**src/design/assert_macros.svh**
```systemverilog
// Assertion macros for the design files.
`ifndef ASSERT_MACROS_SVH
`define ASSERT_MACROS_SVH

// Clocked assertion, disabled while reset is asserted.
`define ASSERT_CLK(label, clk, rst_n, prop, msg) \
	label: assert property (@(posedge clk) disable iff (!rst_n) prop) else $error(msg);

// Clocked assertion that is checked during reset as well.
`define ASSERT_ALWAYS(label, clk, prop, msg) \
	label: assert property (@(posedge clk) prop) else $error(msg);

`endif

```
**src/design/sppc_pkg.sv**
```systemverilog
// Package with the codes, widths and reset values of the sump pump charger controller.
`timescale 1ns / 1ps

package sppc_pkg;

	typedef enum logic [2:0] {
		FUNC_LEVEL  = 3'd0,
		FUNC_VOLT   = 3'd1,
		FUNC_SWITCH = 3'd2,
		FUNC_DASH   = 3'd3,
		FUNC_TICK   = 3'd4
	} func_t;

	typedef enum logic [2:0] {
		CFG_SUMP_DEPTH  = 3'd0,
		CFG_HIGH_LIMIT  = 3'd1,
		CFG_LOW_LIMIT   = 3'd2,
		CFG_CUT_IN      = 3'd3,
		CFG_CUT_OUT     = 3'd4,
		CFG_MAX_CHARGE  = 3'd5,
		CFG_CONFIDENCE  = 3'd6,
		CFG_FLASH       = 3'd7
	} cfg_index_t;

	localparam int MmW    = 13;
	localparam int MvW    = 15;
	localparam int LevelW = 15;
	localparam int OutLvW = 14;
	localparam int CountW = 16;
	localparam int TimeW  = 32;

	localparam logic [MmW-1:0]    SumpDepthRst  = 13'd1000;
	localparam logic [MmW-1:0]    HighLimitRst  = 13'd300;
	localparam logic [MmW-1:0]    LowLimitRst   = 13'd100;
	localparam logic [MvW-1:0]    CutInRst      = 15'd12000;
	localparam logic [MvW-1:0]    CutOutRst     = 15'd13800;
	localparam logic [TimeW-1:0]  MaxChargeRst  = 32'd3600000;
	localparam logic [CountW-1:0] ConfidenceRst = 16'd5;
	localparam logic [CountW-1:0] FlashRst      = 16'd500;

endpackage

```
**src/design/sump_pump_charger_controller_core.sv**
```systemverilog
// Sump pump and battery charger controller: one registered pass per request.
//
// Usage:
//  Requests enter on the s_ group: s_tuser holds the kind (level sample,
//  voltage sample, physical switch, dashboard request, 1 ms tick) and s_tdata
//  the sample fields. Every request gives exactly one result on the m_ group,
//  carrying the drive outputs, the LED lamps, the manual flag and the water
//  level after that request.
//  The cfg_ group writes the eight setting registers; it is always ready and
//  is meant to be used while no request is in flight.
//  A request sits in the input register while the update logic computes the
//  next state, and the state flops, which drive the result directly, load
//  it when the previous result has been taken or there is none. Throughput
//  is one request per cycle while the receiver does not stall; the update
//  of the controller state is combinational compares and counter
//  increments, so a request can follow in the next cycle.
//  When the receiver stalls, the result and the state hold, one more request
//  waits in the input register, and s_tready drops after that.
//  Reset clears all state and outputs and loads the settings with defaults.
`timescale 1ns / 1ps
`include "assert_macros.svh"

module sump_pump_charger_controller_core (
	input  logic                      clk,
	input  logic                      arst_n,
	input  logic                      s_tvalid,
	output logic                      s_tready,
	// [12:0] distance_mm, [13] distance_valid, [28:14] battery_mv, [29] switch_on
	input  logic [31:0]               s_tdata,
	// [2:0] func
	input  logic [2:0]                s_tuser,
	output logic                      m_tvalid,
	input  logic                      m_tready,
	// [0] pump_on, [1] charger_on, [2] green_led, [3] red_led, [4] manual_mode,
	// [18:5] water_level_mm
	output logic [23:0]               m_tdata,
	input  logic                      cfg_valid,
	output logic                      cfg_ready,
	input  sppc_pkg::cfg_index_t      cfg_index,
	input  logic [31:0]               cfg_data
);
	import sppc_pkg::*;

	// Settings.
	logic [MmW-1:0]    sump_depth_q, high_limit_q, low_limit_q;
	logic [MvW-1:0]    cut_in_q, cut_out_q;
	logic [TimeW-1:0]  max_charge_q;
	logic [CountW-1:0] confidence_q, flash_period_q;

	// Input stage.
	logic              valid_s1;
	logic [2:0]        func_s1;
	logic [MmW-1:0]    dist_s1;
	logic              dist_valid_s1;
	logic [MvW-1:0]    mv_s1;
	logic              sw_s1;

	// Controller state; it also drives the result.
	logic signed [LevelW-1:0] water_level_q, water_level_d;
	logic              level_valid_q, level_valid_d;
	logic [CountW-1:0] level_count_q, level_count_d;
	logic [CountW-1:0] volt_count_q, volt_count_d;
	logic [MvW-1:0]    last_voltage_q, last_voltage_d;
	logic              phys_switch_q, phys_switch_d;
	logic              manual_q, manual_d;
	logic              first_tick_q, first_tick_d;
	logic              pump_q, pump_d;
	logic              charge_q, charge_d;
	logic              green_q, green_d;
	logic              red_q, red_d;
	logic [TimeW-1:0]  charge_elapsed_q, charge_elapsed_d;
	logic [CountW-1:0] flash_elapsed_q, flash_elapsed_d;
	logic              out_valid_q;

	logic              advance;
	logic signed [LevelW-1:0] new_level;
	logic              want_manual;
	logic              phys_after;
	logic              manual_after;
	logic [CountW-1:0] flash_inc;
	logic [TimeW-1:0]  charge_inc;

	assign advance   = valid_s1 && (!out_valid_q || m_tready);
	assign s_tready  = !valid_s1 || advance;
	assign cfg_ready = 1'b1;
	assign m_tvalid  = out_valid_q;
	assign m_tdata   = {5'd0, water_level_q[OutLvW-1:0], manual_q, red_q, green_q,
		charge_q, pump_q};

	always_ff @(posedge clk or negedge arst_n) begin
		if (!arst_n) begin
			sump_depth_q   <= SumpDepthRst;
			high_limit_q   <= HighLimitRst;
			low_limit_q    <= LowLimitRst;
			cut_in_q       <= CutInRst;
			cut_out_q      <= CutOutRst;
			max_charge_q   <= MaxChargeRst;
			confidence_q   <= ConfidenceRst;
			flash_period_q <= FlashRst;
		end else if (cfg_valid) begin
			case (cfg_index)
				CFG_SUMP_DEPTH: sump_depth_q   <= cfg_data[MmW-1:0];
				CFG_HIGH_LIMIT: high_limit_q   <= cfg_data[MmW-1:0];
				CFG_LOW_LIMIT:  low_limit_q    <= cfg_data[MmW-1:0];
				CFG_CUT_IN:     cut_in_q       <= cfg_data[MvW-1:0];
				CFG_CUT_OUT:    cut_out_q      <= cfg_data[MvW-1:0];
				CFG_MAX_CHARGE: max_charge_q   <= cfg_data[TimeW-1:0];
				CFG_CONFIDENCE: confidence_q   <= cfg_data[CountW-1:0];
				CFG_FLASH:      flash_period_q <= cfg_data[CountW-1:0];
				default:        ;
			endcase
		end
	end

	always_ff @(posedge clk or negedge arst_n) begin
		if (!arst_n) begin
			valid_s1 <= 1'b0;
		end else if (s_tready) begin
			valid_s1 <= s_tvalid;
		end
	end

	always_ff @(posedge clk) begin
		if (s_tready && s_tvalid) begin
			func_s1       <= s_tuser;
			dist_s1       <= s_tdata[12:0];
			dist_valid_s1 <= s_tdata[13];
			mv_s1         <= s_tdata[28:14];
			sw_s1         <= s_tdata[29];
		end
	end

	assign new_level = $signed({2'b00, sump_depth_q}) - $signed({2'b00, dist_s1});
	assign flash_inc = (&flash_elapsed_q) ? flash_elapsed_q : flash_elapsed_q + 1'b1;
	assign charge_inc = (&charge_elapsed_q) ? charge_elapsed_q : charge_elapsed_q + 1'b1;

	always_comb begin
		water_level_d    = water_level_q;
		level_valid_d    = level_valid_q;
		level_count_d    = level_count_q;
		volt_count_d     = volt_count_q;
		last_voltage_d   = last_voltage_q;
		phys_switch_d    = phys_switch_q;
		manual_d         = manual_q;
		first_tick_d     = first_tick_q;
		pump_d           = pump_q;
		charge_d         = charge_q;
		green_d          = green_q;
		red_d            = red_q;
		charge_elapsed_d = charge_elapsed_q;
		flash_elapsed_d  = flash_elapsed_q;
		want_manual      = sw_s1;
		phys_after       = (func_s1 == FUNC_SWITCH) ? sw_s1 : phys_switch_q;
		manual_after     = want_manual ? 1'b1 : (phys_after ? manual_q : 1'b0);

		case (func_s1)
			FUNC_LEVEL: begin
				level_valid_d = dist_valid_s1;
				if (dist_valid_s1) begin
					water_level_d = new_level;
					if (new_level >= $signed({2'b00, high_limit_q})) begin
						if (!(&level_count_q))
							level_count_d = level_count_q + 1'b1;
					end else begin
						level_count_d = '0;
					end
				end else begin
					level_count_d = '0;
				end
			end
			FUNC_VOLT: begin
				last_voltage_d = mv_s1;
				if (mv_s1 <= cut_in_q) begin
					if (!(&volt_count_q))
						volt_count_d = volt_count_q + 1'b1;
				end else begin
					volt_count_d = '0;
				end
			end
			FUNC_SWITCH, FUNC_DASH: begin
				phys_switch_d = phys_after;
				manual_d      = manual_after;
				// Going into manual mode stops both drives.
				if (!manual_q && manual_after) begin
					pump_d   = 1'b0;
					charge_d = 1'b0;
				end
			end
			FUNC_TICK: begin
				// The very first tick takes the manual mode from the physical switch.
				if (!first_tick_q)
					manual_d = phys_switch_q;
				first_tick_d     = 1'b1;
				charge_elapsed_d = charge_inc;
				flash_elapsed_d  = flash_inc;
				if (flash_inc >= flash_period_q) begin
					flash_elapsed_d = '0;
					if (charge_q && pump_q) begin
						green_d = !green_q;
						red_d   = green_q;
					end else if (!manual_d) begin
						green_d = 1'b1;
						red_d   = charge_q ? 1'b1 : (pump_q ? !red_q : 1'b0);
					end else begin
						green_d = !green_q;
						red_d   = charge_q ? 1'b1 : (pump_q ? !green_q : 1'b0);
					end
				end
				if (!manual_d) begin
					if (!charge_q && !pump_q && volt_count_q >= confidence_q) begin
						charge_d         = 1'b1;
						volt_count_d     = '0;
						charge_elapsed_d = '0;
					end else if (last_voltage_q >= cut_out_q || charge_inc >= max_charge_q) begin
						charge_d = 1'b0;
					end
					if (!pump_q && level_count_q >= confidence_q) begin
						charge_d      = 1'b0;
						pump_d        = 1'b1;
						level_count_d = '0;
					end else if (pump_q && level_valid_q &&
							water_level_q <= $signed({2'b00, low_limit_q})) begin
						pump_d = 1'b0;
					end
				end
			end
			default: ;
		endcase
	end

	always_ff @(posedge clk or negedge arst_n) begin
		if (!arst_n) begin
			water_level_q    <= '0;
			level_valid_q    <= 1'b0;
			level_count_q    <= '0;
			volt_count_q     <= '0;
			last_voltage_q   <= '0;
			phys_switch_q    <= 1'b0;
			manual_q         <= 1'b0;
			first_tick_q     <= 1'b0;
			pump_q           <= 1'b0;
			charge_q         <= 1'b0;
			green_q          <= 1'b0;
			red_q            <= 1'b0;
			charge_elapsed_q <= '0;
			flash_elapsed_q  <= '0;
			out_valid_q      <= 1'b0;
		end else begin
			if (advance) begin
				water_level_q    <= water_level_d;
				level_valid_q    <= level_valid_d;
				level_count_q    <= level_count_d;
				volt_count_q     <= volt_count_d;
				last_voltage_q   <= last_voltage_d;
				phys_switch_q    <= phys_switch_d;
				manual_q         <= manual_d;
				first_tick_q     <= first_tick_d;
				pump_q           <= pump_d;
				charge_q         <= charge_d;
				green_q          <= green_d;
				red_q            <= red_d;
				charge_elapsed_q <= charge_elapsed_d;
				flash_elapsed_q  <= flash_elapsed_d;
				out_valid_q      <= 1'b1;
			end else if (m_tready) begin
				out_valid_q <= 1'b0;
			end
		end
	end

	`ASSERT_ALWAYS(a_drives_exclusive, clk, !(pump_q && charge_q), "pump and charger both on")

	`ASSERT_CLK(a_advance_gives_result, clk, arst_n, advance |=> out_valid_q,
		"processed request produced no result")

	`ASSERT_CLK(a_stall_holds_state, clk, arst_n,
		(out_valid_q && !m_tready) |=> ($stable(pump_q) && $stable(charge_q) &&
		$stable(level_count_q) && $stable(flash_elapsed_q)),
		"state changed while result was stalled")

	`ASSERT_CLK(a_manual_entry_stops, clk, arst_n,
		(advance && first_tick_q && !manual_q && manual_d) |=> (!pump_q && !charge_q),
		"drives left on when entering manual mode")

endmodule
```
**config.mk**
```make
export PLATFORM = sky130hd
export DESIGN_NAME = sump_pump_charger_controller_core
export DESIGN_NICKNAME = d
export VERILOG_FILES = /design/src/design/sppc_pkg.sv /design/src/design/sump_pump_charger_controller_core.sv
export VERILOG_INCLUDE_DIRS = /design/src /design/src/design
export SDC_FILE = /design/constraint.sdc
export NUM_CORES = 1
export LEC_CHECK = 0
export ABC_AREA = 1
export BUFFER_PORTS_ARGS = -buffer_cell sky130_fd_sc_hd__buf_2
export CORE_MARGIN = 1
export CORE_UTILIZATION = 50
export CTS_CLUSTER_DIAMETER = 200
export DETAILED_ROUTE_END_ITERATION = 10
export PLACE_DENSITY = 0.79
export SLEW_MARGIN = 20
export SYNTH_ARGS = -nofsm -noshare
export SYNTH_HDL_FRONTEND = slang
export SYNTH_SLANG_ARGS = --single-unit
```
**constraint.sdc**
```tcl
create_clock -name clk -period 2.95 [get_ports clk]
set_input_delay 0.4425 -clock clk [delete_from_list [all_inputs] [get_ports clk]]
set_output_delay 0.4425 -clock clk [all_outputs]
set_load 0.005 [all_outputs]
```
---- Yosys cells after proc, flatten, opt, wreduce, memory -nomap -nowiden ----
Cells that the tools add are included.
storage, ports and cells
  flip-flop bits (word level) ............. 285
  input port bits ......................... 75
cells by class
  add/subtract/negate cells ............... 5
  multiplexer cells ....................... 42
  reductions and logical operators ........ 49
  equal/unequal tests ..................... 19
  order comparisons ....................... 8
operator list
  operator               number
  $mux 16                11
  $mux 32                3
  $pmux 16 s2            2
  $add 16x1->16 const B  3
  $ge 16x16->1           3
  $reduce_and 16->1      3
  $add 32x1->32 const B  1
  $ge 32x32->1           1
  $reduce_and 32->1      1
  $reduce_and 2->1       13
  $mux 1                 23
  $reduce_and 5->1       4
  $eq 3x3->1 const B     5
  $ge 15x15->1           1
  $le 15x15->1           1
  $ge 14x14->1           1
  $le 14x14->1           1
  $sub 13x13->14         1
  $eq 3x2->1 const B     4
  $logic_and 1x1->1      9
  $ne 2x2->1 const B     4
  $ne 4x4->1 const B     2
  $reduce_bool 2->1      4
  $logic_not 1->1        7
  7 further kinds        15

---- Depth between registers and ports, before layout ----
  depth in word-level cells ............... 9
  depth in mapped cells ................... 26
  mapped depth without buffers ............ 25

---- Worst setup path before layout ----
OpenSTA, ideal clock, no wires.
  kind .................................... register -> register
  start point ............................. reg sump_depth_q[2]
  end point ............................... reg level_count_q[10]
  period minus slack after synthesis ...... 3.056 ns
  data arrival time ....................... 2.974 ns
  data required time ...................... 2.867 ns
  setup time .............................. 0.083 ns
  buffers on the path ..................... 1
  path slack .............................. -0.106 ns
  cell stages (with the launch flop) ...... 20
  path through ............................ dfrtp_1 ha_1 a21o_1 nand2_1 nand3_2 a21boi_0 o21ai_0 xor2_1 inv_1 ha_1 nand2_1 o21a_1 nand2_1 nand2_1 nand2_1 nand2_1 nand2_1 clkbuf_1 nand4_1 o21ai_0
between the ends
  word-level cells in the longest chain between the ends .. 5
  elaborated cells between the ends (all ways) .. 7
  those cells by class .................... add/sub: 1; order compare: 1; eq/ne: 1; mux: 3; reduce/logical: 1
ends and longest elaborated chain
  element                   RTL line                                  source
  start: declaration        sump_pump_charger_controller_core.sv:45   logic [MmW-1:0] sump_depth_q, high_limit_q, low_limit_q;
  start signal: assignment  sump_pump_charger_controller_core.sv:92   sump_depth_q <= SumpDepthRst;
  start signal: assignment  sump_pump_charger_controller_core.sv:102  CFG_SUMP_DEPTH: sump_depth_q <= cfg_data[MmW-1:0];
  $sub 13x13->14 *          sump_pump_charger_controller_core.sv:133  assign new_level = $signed({2'b00, sump_depth_q}) - $signed({2'b00, dist_s1});
  net new_level[9]          sump_pump_charger_controller_core.sv:76   logic signed [LevelW-1:0] new_level;
  $ge 14x14->1 *            sump_pump_charger_controller_core.sv:161  if (new_level >= $signed({2'b00, high_limit_q})) begin
  $mux 16                   sump_pump_charger_controller_core.sv:161
  $mux 16                   sump_pump_charger_controller_core.sv:159  if (dist_valid_s1) begin
  $pmux 16 s2               sump_pump_charger_controller_core.sv:156  case (func_s1)
  end signal: assignment    sump_pump_charger_controller_core.sv:252  level_count_q <= level_count_d;
  end: declaration          sump_pump_charger_controller_core.sv:61   logic [CountW-1:0] level_count_q, level_count_d;
Mark *: on every way through the listed nets, which the timed path passes. The rest lies on a longest branch.
A chain may end at the register's enable or synchronous reset.

---- Worst setup path after layout ----
  start point ............................. reg sump_depth_q[4]
  end point ............................... reg level_count_q[13]
The elaborated chain is that of the path after synthesis.

==> results.json <==
{
  "final_cells": 2749,
  "drc": 0,
  "ios": 102,
  "grt_max_degree": 76,
  "drt-wirelength-per-cell_um": 16.4,
  "grt_pass1_wl_um": 72000,
  "die_width_um": 186,
  "synth_area_um2": 17000,
  "critical_path_arrival_ns": 3.77,
  "drtIter0Drc": 1165,
  "grtUsageTotal_pct": 26.3,
  "tightestPinTransition_ns": 1.03,
  "peakVddDrop_mv": 0.664,
  "viasPerCell": 5.43,
  "synth-seq-cells": 285,
  "violations": "negative setup slack",
  "leakagePower_nw": 10.2,
  "met2_usage_pct": 43.5,
  "start_kind": "flop",
  "cp.buffers_inverters": 4,
  "cts_sinks": 285,
  "gr-total-overflow": 0,
  "yosysUniqueCellTypes": 53,
  "drtPass1Iterations": 5,
  "htreeDepth": 1,
  "clockBufferDepth": 3,
  "ant_nets": 0,
  "vias": 14900,
  "hp-class": "primary input to flop",
  "ys_warn_count": 0,
  "dieArea_um2": 34700,
  "async_flop_share_pct": 88.4,
  "antenna_found_initial": 0,
  "clkLatencyLatePin_ns": 0.58,
  "status": "finished with violations",
  "worst_ep_required_time_ns": 3.40,
  "fin_skew_ns": 0.0203,
  "path_max_fanout": 8,
  "crit_family": "simple AND/OR/NAND/NOR gates",
  "gp_congestion": 0.919,
  "crit_type": "flop to flop",
  "critical_path.most_common_cell": "nand2_1",
  "layout.nets": 2506,
  "synth_edf_count": 33,
  "synth_cells": 2071,
  "start_util_pct": 50.7,
  "power_density_nw_per_um2": 737,
  "first_global_vias": 14800,
  "cpPeakStageDelay_ns": 0.38,
  "yosysTopAreaCell": "dfrtp_1",
  "max_freq_mhz": 301,
  "end_kind": "flop",
  "path_clk_slew_ns": 0.06,
  "drv_cap": 0,
  "yosysTopAreaCellShare_pct": 30.2,
  "dp_cells": 2663,
  "finalCriticalPeriod_ns": 3.32,
  "hpwl_um": 31000,
  "cts_tree": "yes",
  "rsz0062_at_grt": "yes",
  "grt-busiest-layer": "met2",
  "met1_usage_pct": 33.5,
  "synth_ff_type": "dfrtp_1",
  "n_antenna_cell": 0,
  "seq_area_frac_synth_pct": 43.4,
  "cts_root_buf": "clkbuf_16",
  "port-buffer-count": 93,
  "design_power_total_w": 0.0151,
  "dpl_cell_area_um2": 18500,
  "fp-row-count": 67,
  "core_region_area_um2": 33400,
  "numCtsBuffers": 31,
  "slew_viol_final": 0,
  "grt_use_met3_pct": 3.80,
  "drive_gt1_share_pct": 22.4,
  "final_util_pct": 61.4,
  "syn_to_final_growth_pct": 21.0,
  "post-place-ws_ns": -0.349,
  "syn_area_per_cell_um2": 8.19,
  "finalSetupViolCount": 33,
  "finalCritPeriodShare_pct": 113,
  "stdcell_area_um2": 20500,
  "maxSlewHeadroom_pct": 31.1,
  "synth_area_leaders": "dfrtp_1, nand2_1, ha_1, dfstp_2, inv_1",
  "slowest_stage": "dfrtp_1",
  "routed_wl_um": 45100,
  "nFillCells": 2639,
  "hold_viol": 0,
  "cp_cell_sequence": "ha_1, nand2_1, inv_1, nand4_1, nand3_2, a21boi_2, o21ai_0, xor2_1, inv_1, ha_1, a21oi_1, o21a_1, nand2_1, nand2_1, nand2_1, nand2_1, nand2_2, nand3_2, nand2_4, buf_4, buf_16, nand2_1, o21ai_0",
  "setup_ws_ns": -0.370,
  "dieHeight_um": 186
}
## area by class of cell
type | count | area, µm² | area share, %
Sequential cell | 285 | 7360 | 35.8
Inverter | 298 | 1130 | 5.50
Clock buffer | 46 | 902 | 4.39
Clock inverter | 11 | 115 | 0.561
Timing Repair Buffer | 230 | 1680 | 8.17
Multi-Input combinational cell | 1431 | 8790 | 42.8
Tap cell | 448 | 561 | 2.73
## synthesized netlist by cell type (all sizes together), types with 3 or more instances
master	count
nand2	531
inv	297
o21ai	230
dfrtp	205
ha	153
nor2	124
a21oi	91
nand3	76
xor2	51
dfstp	47
nand4	43
nor3	39
clkbuf	36
edfxtp	33
buf	25
mux2	16
xnor2	14
or2	12
nor4	10
o21a	6
a21o	5
o211ai	4
a31oi	3
o21bai	3
o22ai	3
## cells in the final DEF (no fill, tap or decap), drive strengths merged, types with 39 or more instances in the layout
master    n
nand2   531
nor2    124
nand3    76
inv     297
a21oi    91
o21ai   230
ha      153
buf     228
nor3     39
nand4    43
clkbuf   47
dfstp    47
xor2     51
dfrtp   205
## power breakdown
part	internal, W	leakage, nW	switching [W]	total, W
Clock	0.00228	0.502	0.00162	0.00390
Sequential	0.00489	3.41	0.000603	0.00549
Combinational	0.00244	6.33	0.00330	0.00575
Total	0.00961	10.2	0.00553	0.0151
## stage by stage
step / TNS [ns] / hold slack, ns
after floorplan: 0 / 0.147
after global routing: -15.70 / 0.0343
after global placement: -3.50 / 0.425
after detailed placement: -9.06 / 0.431
final: -8.44 / 0.0466
after CTS: -5.11 / 0.0339
## logic make-up after synthesis
group	Yosys count	synth area share (%)
xor gates and xnor gates	65	3.36
muxes	16	1.06
and+or+nand+nor	838	21.0
DFF	285	43.4
buffers and inverters	359	8.51
other	2	0.0443
AOI/OAI and AO/OA	352	11.2
adders and majority gates	154	11.4
## layer usage
layer  routed length (µm)  up-vias
met3                 2840      163
met2                21300      488
li1                     -     7130
met1                18500     7148
met4                 2540        0
met5                    0        -
## final timing paths
check,startpoint,end,slack (ns),depth (start not counted)
max in group asynchronous,arst_n,sump_depth_q[9],1.56,3
hold / removal,s_tdata[15],mv_s1[1],0.05,1
min in group asynchronous,arst_n,max_charge_q[26],0.45,2
setup / recovery,sump_depth_q[4],level_count_q[13],-0.37,23
hold reg to reg,cut_in_q[10],cut_in_q[10],0.49,2
setup reg to reg,sump_depth_q[4],level_count_q[13],-0.37,23
## registers in the layout (all words and copies together), names as in the netlist, 14 cells and up
signal            flops
charge_elapsed_q     32
water_level_q        14
flash_period_q       16
mv_s1                15
flash_elapsed_q      16
level_count_q        16
cut_in_q             15
volt_count_q         16
cut_out_q            15
last_voltage_q       15
confidence_q         16
max_charge_q         32
## worst register-to-register path: cells and delay by family (launching register included)
family / cells / cell delay, ns
buffers and inverters: 4 / 0.46
and+or+nand+nor: 11 / 0.87
adders and majority gates: 2 / 0.64
xor gates and xnor gates: 1 / 0.21
AOI/OAI and AO/OA: 5 / 0.66
DFF: 1 / 0.38
## timing repair
| item | CTS | global route |
|---|---|---|
| buffers inserted | 15 | 10 |
| setup endpoints to repair | 35 | 35 |
| hold buffers | 1 | 0 |
| gates cloned | 3 | 1 |
| pin swaps | 29 | 38 |
| resized for setup | 70 | 116 |
| hold endpoints to repair | 55 | 0 |
No activity file was read; power rests on OpenSTA's default activity.
